`config.mk`:
```
export PLATFORM = sky130hd
export DESIGN_NAME = lru_page_order_queue_flat
export DESIGN_NICKNAME = d
export VERILOG_FILES = /design/src/design/lpoq_pkg.sv /design/src/design/lpoq_if.sv /design/src/design/lpoq_ram.sv /design/src/design/lru_page_order_queue.sv /design/src/flat_wrapper.sv
export SDC_FILE = /design/constraint.sdc
export NUM_CORES = 1
export LEC_CHECK = 0
export BUFFER_PORTS_ARGS = -buffer_cell sky130_fd_sc_hd__buf_4
export CAP_MARGIN = 5
export CORE_UTILIZATION = 45
export DETAILED_ROUTE_END_ITERATION = 12
export GPL_TIMING_DRIVEN = 0
export PLACE_DENSITY_LB_ADDON = 0.3
export SYNTH_ARGS = -nofsm -noshare
export SYNTH_HDL_FRONTEND = slang
export SYNTH_SLANG_ARGS = --single-unit
```
`constraint.sdc`:
```
create_clock -name clk -period 10.2 [get_ports clk]
set_input_delay 0.51 -clock clk [delete_from_list [all_inputs] [get_ports clk]]
set_output_delay 0.51 -clock clk [all_outputs]
set_load 0.01 [all_outputs]
```
`src/design/lpoq_pkg.sv`:
```
`default_nettype none
package lpoq_pkg;

  localparam int DEPTH  = 16;
  localparam int ADDR_W = (DEPTH > 1) ? $clog2(DEPTH) : 1;
  localparam int OCC_W  = $clog2(DEPTH + 1);

  localparam int PAGE_W = 32;
  localparam int PID_W  = 16;
  localparam int KEY_W  = PAGE_W + PID_W;

  localparam int CAP_W = 5;
  localparam logic [CAP_W-1:0] CAP_RESET = 5'd16;

  typedef enum logic {
    OP_INSERT = 1'b0,
    OP_TOUCH  = 1'b1
  } op_t;

  typedef struct packed {
    logic [PAGE_W-1:0] page;
    logic [PID_W-1:0]  pid;
  } key_t;

  typedef enum logic [6:0] {
    ST_IDLE   = 7'b0000001,
    ST_EV_RD  = 7'b0000010,
    ST_EV_CAP = 7'b0000100,
    ST_SEARCH = 7'b0001000,
    ST_SHIFT  = 7'b0010000,
    ST_APPEND = 7'b0100000,
    ST_DONE   = 7'b1000000
  } state_t;

endpackage
`default_nettype wire

```
`src/design/lpoq_if.sv`:
```
`default_nettype none
// request word: one page reference
interface lpoq_req_if;
  logic                          valid;
  logic                          ready;
  lpoq_pkg::op_t                 operation;
  logic [lpoq_pkg::PAGE_W-1:0]   page_number;
  logic [lpoq_pkg::PID_W-1:0]    process_id;

  modport source (output valid, operation, page_number, process_id, input ready);
  modport sink   (input valid, operation, page_number, process_id, output ready);
endinterface

// response word: eviction and hit report
interface lpoq_rsp_if;
  logic                          valid;
  logic                          ready;
  logic                          evicted;
  logic [lpoq_pkg::PAGE_W-1:0]   evicted_page;
  logic [lpoq_pkg::PID_W-1:0]    evicted_pid;
  logic                          hit;

  modport source (output valid, evicted, evicted_page, evicted_pid, hit, input ready);
  modport sink   (input valid, evicted, evicted_page, evicted_pid, hit, output ready);
endinterface
`default_nettype wire

```
`src/design/lpoq_ram.sv`:
```
`default_nettype none
// simple dual-port RAM, registered read
module lpoq_ram #(
  parameter int WIDTH  = 48,
  parameter int DEPTH  = 16,
  parameter int ADDR_W = 4
) (
  input  wire logic              clk,
  input  wire logic              we,
  input  wire logic [ADDR_W-1:0] waddr,
  input  wire logic [WIDTH-1:0]  wdata,
  input  wire logic [ADDR_W-1:0] raddr,
  output logic      [WIDTH-1:0]  rdata
);

  logic [WIDTH-1:0] mem [DEPTH];

  always_ff @(posedge clk) begin
    if (we) begin
      mem[waddr] <= wdata;
    end
  end

  always_ff @(posedge clk) begin
    rdata <= mem[raddr];
  end

endmodule
`default_nettype wire

```
`src/design/lru_page_order_queue.sv`:
```
`default_nettype none
// LRU page order queue. Holds up to capacity resident pages (page number plus
// process id) in one RAM, slot 0 least recent, slot occupancy-1 most recent.
// An insert word appends its key as most recent; when occupancy has reached
// the effective capacity (0 acts as 1, above DEPTH acts as DEPTH) it first
// evicts slot 0 and reports it. A touch word scans from slot 0 for the first
// equal key; on a hit that entry moves to most recent. Every request word
// gives exactly one response word. One word is processed at a time. Timing is
// set by the single RAM port pair and the slot-by-slot scan and shift. A
// stalled earlier response holds a finished word until the output register
// frees. A finished response waits in an output register while the next
// request is taken. Capacity may only be written while the queue is idle.
module lru_page_order_queue (
  input  wire logic                          clk,
  input  wire logic                          rst,
  lpoq_req_if.sink                           req,
  lpoq_rsp_if.source                         rsp,
  input  wire logic                          cfg_write_en,
  input  wire logic [lpoq_pkg::CAP_W-1:0]    cfg_write_data
);

  localparam int AW = lpoq_pkg::ADDR_W;
  localparam int OW = lpoq_pkg::OCC_W;

  lpoq_pkg::state_t state;

  logic [lpoq_pkg::CAP_W-1:0] capacity;
  logic [OW-1:0]              occ;    // resident entries
  logic [OW-1:0]              ridx;   // next slot to read in scan / shift
  logic                       rd_v;   // read issued last cycle
  logic [AW-1:0]              rd_addr;
  lpoq_pkg::key_t             key_q;
  logic                       ev_q;
  lpoq_pkg::key_t             ev_key;
  logic                       hit_q;

  // RAM port
  logic                         ram_we;
  logic [AW-1:0]                ram_waddr;
  logic [lpoq_pkg::KEY_W-1:0]   ram_wdata;
  logic [AW-1:0]                ram_raddr;
  logic [lpoq_pkg::KEY_W-1:0]   ram_rdata;
  lpoq_pkg::key_t               rd_key;
  logic                         rd_issue;
  logic                         match;
  logic                         evict_now;
  logic [15:0]                  cap_eff;
  logic                         out_free;

  lpoq_ram #(
    .WIDTH  (lpoq_pkg::KEY_W),
    .DEPTH  (lpoq_pkg::DEPTH),
    .ADDR_W (AW)
  ) u_ram (
    .clk   (clk),
    .we    (ram_we),
    .waddr (ram_waddr),
    .wdata (ram_wdata),
    .raddr (ram_raddr),
    .rdata (ram_rdata)
  );

  assign rd_key    = lpoq_pkg::key_t'(ram_rdata);
  assign match     = (rd_key == key_q);
  assign req.ready = (state == lpoq_pkg::ST_IDLE);
  assign out_free  = !rsp.valid || rsp.ready;

  // effective capacity, clamped to 1..DEPTH
  always_comb begin
    if (capacity == '0) begin
      cap_eff = 16'd1;
    end else if (16'(capacity) > 16'(lpoq_pkg::DEPTH)) begin
      cap_eff = 16'(lpoq_pkg::DEPTH);
    end else begin
      cap_eff = 16'(capacity);
    end
  end

  assign evict_now = (occ != '0) && (16'(occ) >= cap_eff);

  // RAM access per state. Shift is pipelined: read slot ridx while writing the
  // slot read last cycle one place lower; the two never hit the same entry.
  always_comb begin
    ram_we    = 1'b0;
    ram_waddr = '0;
    ram_wdata = key_q;
    ram_raddr = '0;
    rd_issue  = 1'b0;
    case (state)
      lpoq_pkg::ST_SEARCH: begin
        if (!(rd_v && match) && (ridx < occ)) begin
          rd_issue  = 1'b1;
          ram_raddr = ridx[AW-1:0];
        end
      end
      lpoq_pkg::ST_SHIFT: begin
        if (rd_v) begin
          ram_we    = 1'b1;
          ram_waddr = rd_addr - AW'(1);
          ram_wdata = ram_rdata;
        end
        if (ridx < occ) begin
          rd_issue  = 1'b1;
          ram_raddr = ridx[AW-1:0];
        end
      end
      lpoq_pkg::ST_APPEND: begin
        if (occ < OW'(lpoq_pkg::DEPTH)) begin
          ram_we    = 1'b1;
          ram_waddr = occ[AW-1:0];
        end
      end
      default: begin
        ram_raddr = '0;   // slot 0 for eviction read
      end
    endcase
  end

  always_ff @(posedge clk) begin
    if (rst) begin
      state     <= lpoq_pkg::ST_IDLE;
      occ       <= '0;
      capacity  <= lpoq_pkg::CAP_RESET;
      rd_v      <= 1'b0;
      rsp.valid <= 1'b0;
    end else begin
      if (cfg_write_en) begin
        capacity <= cfg_write_data;
      end
      // in DONE the output register is reloaded instead
      if (rsp.valid && rsp.ready && (state != lpoq_pkg::ST_DONE)) begin
        rsp.valid <= 1'b0;
      end
      rd_v    <= rd_issue;
      rd_addr <= ram_raddr;

      case (state)
        lpoq_pkg::ST_IDLE: begin
          if (req.valid) begin
            key_q  <= '{page: req.page_number, pid: req.process_id};
            ev_q   <= 1'b0;
            ev_key <= '0;
            hit_q  <= 1'b0;
            ridx   <= '0;
            if (req.operation == lpoq_pkg::OP_TOUCH) begin
              state <= lpoq_pkg::ST_SEARCH;
            end else if (evict_now) begin
              state <= lpoq_pkg::ST_EV_RD;
            end else begin
              state <= lpoq_pkg::ST_APPEND;
            end
          end
        end
        lpoq_pkg::ST_EV_RD: begin
          state <= lpoq_pkg::ST_EV_CAP;
        end
        lpoq_pkg::ST_EV_CAP: begin
          ev_q   <= 1'b1;
          ev_key <= rd_key;
          ridx   <= OW'(1);
          state  <= lpoq_pkg::ST_SHIFT;
        end
        lpoq_pkg::ST_SEARCH: begin
          if (rd_v && match) begin
            // hit: close the gap above it, then append as most recent
            hit_q <= 1'b1;
            ridx  <= OW'(rd_addr) + OW'(1);
            state <= lpoq_pkg::ST_SHIFT;
          end else if (!rd_v && (ridx >= occ)) begin
            state <= lpoq_pkg::ST_DONE;
          end else if (rd_issue) begin
            ridx <= ridx + OW'(1);
          end
        end
        lpoq_pkg::ST_SHIFT: begin
          if (rd_issue) begin
            ridx <= ridx + OW'(1);
          end
          if (!rd_v && (ridx >= occ)) begin
            occ   <= occ - OW'(1);
            state <= lpoq_pkg::ST_APPEND;
          end
        end
        lpoq_pkg::ST_APPEND: begin
          if (occ < OW'(lpoq_pkg::DEPTH)) begin
            occ <= occ + OW'(1);
          end
          state <= lpoq_pkg::ST_DONE;
        end
        lpoq_pkg::ST_DONE: begin
          if (out_free) begin
            rsp.valid        <= 1'b1;
            rsp.evicted      <= ev_q;
            rsp.evicted_page <= ev_key.page;
            rsp.evicted_pid  <= ev_key.pid;
            rsp.hit          <= hit_q;
            state            <= lpoq_pkg::ST_IDLE;
          end
        end
        default: begin
          state <= lpoq_pkg::ST_IDLE;
        end
      endcase
    end
  end

endmodule
`default_nettype wire

```
`src/flat_wrapper.sv`:
```
// flat-port wrapper written by rule: the top's interface ports become plain ports
module lru_page_order_queue_flat 
  (clk, rst, cfg_write_en, cfg_write_data, req_valid, req_operation, req_page_number, req_process_id, req_ready, rsp_valid, rsp_evicted, rsp_evicted_page, rsp_evicted_pid, rsp_hit, rsp_ready);
  lpoq_req_if req_i ();
  lpoq_rsp_if rsp_i ();
  input  wire logic clk;
  input  wire logic rst;
  input  wire logic cfg_write_en;
  input  wire logic [lpoq_pkg::CAP_W-1:0] cfg_write_data;
  input wire logic [$bits(req_i.valid)-1:0] req_valid;
  input wire logic [$bits(req_i.operation)-1:0] req_operation;
  input wire logic [$bits(req_i.page_number)-1:0] req_page_number;
  input wire logic [$bits(req_i.process_id)-1:0] req_process_id;
  output wire logic [$bits(req_i.ready)-1:0] req_ready;
  output wire logic [$bits(rsp_i.valid)-1:0] rsp_valid;
  output wire logic [$bits(rsp_i.evicted)-1:0] rsp_evicted;
  output wire logic [$bits(rsp_i.evicted_page)-1:0] rsp_evicted_page;
  output wire logic [$bits(rsp_i.evicted_pid)-1:0] rsp_evicted_pid;
  output wire logic [$bits(rsp_i.hit)-1:0] rsp_hit;
  input wire logic [$bits(rsp_i.ready)-1:0] rsp_ready;
  assign req_i.valid = req_valid;
  assign req_i.operation = req_operation;
  assign req_i.page_number = req_page_number;
  assign req_i.process_id = req_process_id;
  assign req_ready = req_i.ready;
  assign rsp_valid = rsp_i.valid;
  assign rsp_evicted = rsp_i.evicted;
  assign rsp_evicted_page = rsp_i.evicted_page;
  assign rsp_evicted_pid = rsp_i.evicted_pid;
  assign rsp_hit = rsp_i.hit;
  assign rsp_i.ready = rsp_ready;
  lru_page_order_queue u_core (.clk(clk), .rst(rst), .req(req_i), .rsp(rsp_i), .cfg_write_en(cfg_write_en), .cfg_write_data(cfg_write_data));
endmodule
```
==> impl_metrics.xml <==
<?xml version="1.0" encoding="UTF-8"?>
<metrics>
  <group name="critical_path">
    <metric name="setup.worst_path.start_class" unit="">register</metric>
    <metric name="timing.critical_path.buf_inv" unit="">7</metric>
    <metric name="standard_cell_with_the_maximum_stage_delay_on_the_critical_path" unit="">clkbuf_1</metric>
    <metric name="timing.rr.start" unit="">u_core.ridx[0]</metric>
    <metric name="end_kind" unit="">register</metric>
    <metric name="path_max_fanout" unit="">10</metric>
    <metric name="worst_r2r_dst" unit="">u_core.u_ram.rdata[46]</metric>
    <metric name="worstRegToRegCells" unit="">14</metric>
    <metric name="critical_path.top_delay_family" unit="">buffers and inverters</metric>
    <metric name="path_cells" unit="">clkbuf_1 -&gt; clkinv_1 -&gt; clkbuf_1 -&gt; clkbuf_1 -&gt; ha_1 -&gt; nor2b_1 -&gt; o21ai_0 -&gt; nand3b_1 -&gt; clkbuf_1 -&gt; nor3_1 -&gt; clkbuf_1 -&gt; clkbuf_1 -&gt; o21ai_0 -&gt; o211ai_1</metric>
    <metric name="regToRegSetupSlack" unit="ns">3.92</metric>
    <metric name="critical_path.most_common_cell" unit="">clkbuf_1</metric>
    <metric name="timing.critical_path.required" unit="ns">10.74</metric>
    <metric name="cp_slowest_stage_delay" unit="ns">0.84</metric>
    <metric name="worst-endpoint-arrival" unit="ns">6.83</metric>
    <metric name="crit_type" unit="">reg2reg</metric>
  </group>
  <group name="cts">
    <metric name="cts-resized-gates" unit="">0</metric>
    <metric name="clock_tree.root_cell" unit="">clkbuf_16</metric>
    <metric name="post-cts-setup-buffer-count" unit="">0</metric>
    <metric name="ctsLongestPathBuffers" unit="">3</metric>
    <metric name="cts-buffers-inserted" unit="">102</metric>
    <metric name="clk_pin_slew" unit="ns">0.06</metric>
    <metric name="tritoncts_num_sinks" unit="">992</metric>
    <metric name="tritoncts" unit="">built</metric>
    <metric name="postCtsHoldBufs" unit="">39</metric>
    <metric name="clk-insertion-delay-late" unit="ns">0.69</metric>
    <metric name="ctsHtreeMaxLevel" unit="">3</metric>
  </group>
  <group name="synth">
    <metric name="synthDominantAreaCellType" unit="">edfxtp_1</metric>
    <metric name="syn_inst" unit="">2259</metric>
    <metric name="synth_fp_nets" unit="">2337</metric>
    <metric name="synthesis.area_per_instance" unit="sq um">17.39</metric>
    <metric name="synthDistinctLibCells" unit="">57</metric>
    <metric name="syn-cell-area" unit="sq um">39270</metric>
    <metric name="ys_seq_elements" unit="">992</metric>
    <metric name="synth_top_flop_cell" unit="">edfxtp_1</metric>
    <metric name="synth_edf_count" unit="">925</metric>
    <metric name="synth.top_cell.area_share" unit="%">70.73</metric>
    <metric name="synth_sequential_area_ratio" unit="%">74.14</metric>
    <metric name="ys_warn_count" unit="">0</metric>
    <metric name="async_set_or_reset_register_ratio_after_synthesis" unit="%">0</metric>
    <metric name="synth.area.top_cells" unit="">edfxtp_1, mux4_2, dfxtp_1</metric>
  </group>
  <group name="min_path">
    <metric name="min_delay_worst_endpoint" unit="">u_core.key_q[11]</metric>
    <metric name="hold_start" unit="">req_process_id[11]</metric>
    <metric name="whs_path_depth" unit="">1</metric>
    <metric name="hold_path_class" unit="">in2reg</metric>
  </group>
  <group name="place">
    <metric name="io_buffers" unit="">109</metric>
    <metric name="pre_cts_ws" unit="ns">4.363</metric>
    <metric name="placed_cells" unit="">3550</metric>
    <metric name="placedInstanceArea" unit="sq um">42510</metric>
    <metric name="finalWeightedCongestion" unit="">0.9255</metric>
    <metric name="dp.final_hpwl" unit="microns">76710</metric>
  </group>
  <group name="finish">
    <metric name="mostFrequentLayoutCell" unit="">edfxtp_1</metric>
    <metric name="final_cell_area" unit="sq um">46230</metric>
    <metric name="post_route_cells_drive_above_1_share" unit="%">20.49</metric>
    <metric name="final_util" unit="%">53.87</metric>
    <metric name="layoutNonFillerInstCount" unit="">3781</metric>
    <metric name="n_fill_cell" unit="">6648</metric>
    <metric name="fin_nets" unit="">2630</metric>
    <metric name="layout.cells.most_common_list" unit="">edfxtp_1, clkbuf_1, buf_4</metric>
    <metric name="area.growth.synth_to_final" unit="%">17.70</metric>
  </group>
  <group name="power">
    <metric name="vdd_ir_drop_max" unit="mV">0.1328</metric>
    <metric name="powerDensity" unit="nW/um^2">206.7</metric>
    <metric name="p_leak" unit="nW">14.88</metric>
  </group>
  <group name="routing">
    <metric name="wl" unit="microns">113000</metric>
    <metric name="drt-wirelength-per-cell" unit="microns">29.89</metric>
    <metric name="route.detailed.vias_per_inst" unit="">6.184</metric>
    <metric name="drt-initial-drc-count" unit="">2985</metric>
    <metric name="dr_total_vias" unit="">23383</metric>
    <metric name="detail_route.drc_violations" unit="">0</metric>
    <metric name="detail_route.first_pass.iterations" unit="">9</metric>
    <metric name="route.antenna.remaining_nets" unit="">0</metric>
  </group>
  <group name="sta">
    <metric name="period_needed" unit="ns">6.282</metric>
    <metric name="timing.final.max_slew_violations" unit="">0</metric>
    <metric name="setup_viol" unit="">0</metric>
    <metric name="max_slew.worst_pin.slew" unit="ns">1.327</metric>
    <metric name="final_hold_viol_count" unit="">0</metric>
    <metric name="fin_ws" unit="ns">3.918</metric>
    <metric name="finalSetupTns" unit="ns">0</metric>
    <metric name="timing.max_slew.rel_slack" unit="%">11.56</metric>
    <metric name="max_freq" unit="GHz">0.1592</metric>
    <metric name="fin_crit_sh" unit="%">61.59</metric>
    <metric name="unrepaired_setup_endpoints_after_global_routing" unit="">no</metric>
    <metric name="finalClockSkew" unit="ns">0.04521</metric>
  </group>
  <group name="global_route">
    <metric name="grt_max_degree" unit="">29</metric>
    <metric name="global_route.usage.total" unit="%">25.23</metric>
    <metric name="grt_pass1_wl" unit="microns">160600</metric>
    <metric name="first_global_vias" unit="">23006</metric>
    <metric name="total_congestion_overflow" unit="">0</metric>
    <metric name="antenna_found_initial" unit="">1</metric>
  </group>
  <group name="die">
    <metric name="floorplan.die_area" unit="sq um">88460</metric>
    <metric name="coreArea" unit="sq um">85820</metric>
    <metric name="dieWidth" unit="microns">297.4</metric>
    <metric name="initial_core_util" unit="%">45.77</metric>
    <metric name="top_level_ports" unit="">111</metric>
    <metric name="rows" unit="">107</metric>
    <metric name="chip_height" unit="microns">297.4</metric>
  </group>
  <group name="run">
    <metric name="max_cap_violations" unit="">0</metric>
  </group>
  <group name="run_status">
    <metric name="status" unit="">finished clean</metric>
  </group>
</metrics>
## cells by family after synthesis
logic type / synth area share [%]
adder cells (fa/ha/maj): 0.6244
flip-flops: 74.14
buffers and inverters: 1.775
AO/OA/AOI/OAI: 8.560
AND/OR/NAND/NOR: 3.979
multiplexers: 9.583
XOR/XNOR: 1.338
## power breakdown
part,internal [W],switching [W],total [W],leakage (nW)
clock network,0.00212,0.00153,0.00366,1.62
registers,0.00457,0.0000602,0.00463,8.92
logic,0.000426,0.000848,0.00127,4.34
## worst max path at each step
stage          cells after the start  slack [ns]       startpoint                    endpoint
5_1_grt                           14        4.02   u_core.ridx[0]      u_core.u_ram.rdata[46]
3_5_place_dp                      14        4.36   u_core.ridx[0]      u_core.u_ram.rdata[46]
3_3_place_gp                       3        1.61  u_core.state[0]  u_core.rsp.evicted_pid[14]
6_report                          14        3.92   u_core.ridx[0]      u_core.u_ram.rdata[46]
2_1_floorplan                      3        5.24  u_core.state[0]          u_core.rsp.evicted
4_1_cts                           14        4.27   u_core.ridx[0]      u_core.u_ram.rdata[46]
## synth_stat cells, types with 3 or more instances
master and instances:
nand4_1 4, ha_1 18, o21ai_0 52, nand3b_1 3, nor2_1 81, mux2i_1 52, xnor2_1 13, a21oi_1 105
a21o_1 6, edfxtp_1 925, o2bb2ai_1 26, inv_1 19, nor2b_1 3, a221oi_1 18, o22ai_1 5, nor3_1 37
dfxtp_1 67, a41o_1 4, buf_1 23, o211ai_1 7, buf_2 20, and2_1 47, a2bb2oi_1 61, a31oi_1 12
o31ai_1 18, mux4_2 96, nor4_1 16, xor2_1 47, clkbuf_1 111, mux2_2 96, nand3_1 54, a311o_1 46
o21a_1 21, a22o_1 21, o221ai_1 45, nand2b_1 10, nand2_1 41
## through the flow
stage / hold slack [ns] / total power (W)
after detailed placement: 0.4045 / 0.005934
final: 0.02985 / 0.009557
after global routing: 0.01345 / 0.009805
after floorplan: 0.4003 / 0.005437
after global placement: 0.4007 / 0.005898
after CTS: 0.001164 / 0.009569
## flip-flops by register name, indices dropped and copies added (netlist names)
signal / cells
u_core.capacity: 5
u_core.ev_key: 48
u_core.ev_q: 1
u_core.hit_q: 1
u_core.key_q: 48
u_core.occ: 5
u_core.rd_addr: 4
u_core.rd_v: 1
u_core.ridx: 5
u_core.rsp.evicted: 1
u_core.rsp.evicted_page: 32
u_core.rsp.evicted_pid: 16
u_core.rsp.hit: 1
u_core.rsp.valid: 1
u_core.state: 7
u_core.u_ram.mem: 768
u_core.u_ram.rdata: 48
## routing by layer
| metal | GRT usage (%) | routed length [microns] | vias up |
|---|---|---|---|
| met3 | 6.690 | 13360 | 276 |
| met1 | 34.52 | 44440 | 11768 |
| met5 | 0 | 0 | - |
| met4 | 11.29 | 5115 | 0 |
| met2 | 37.91 | 50100 | 1606 |
| li1 | - | - | 9733 |
## cell type report
cell class	count	area, sq um	share of cell area, %
clock buffer	135	2789	6.033
multi-input combinational	1090	9607	20.78
sequential	992	29120	62.99
buffer	156	618.1	1.337
timing repair buffer	189	2095	4.531
tap	1144	1431	3.096
inverter	21	78.83	0.1705
antenna	1	2.502	0.005413
clock inverter	53	488.0	1.056
Note: power is estimated with default switching activity, not from simulation.
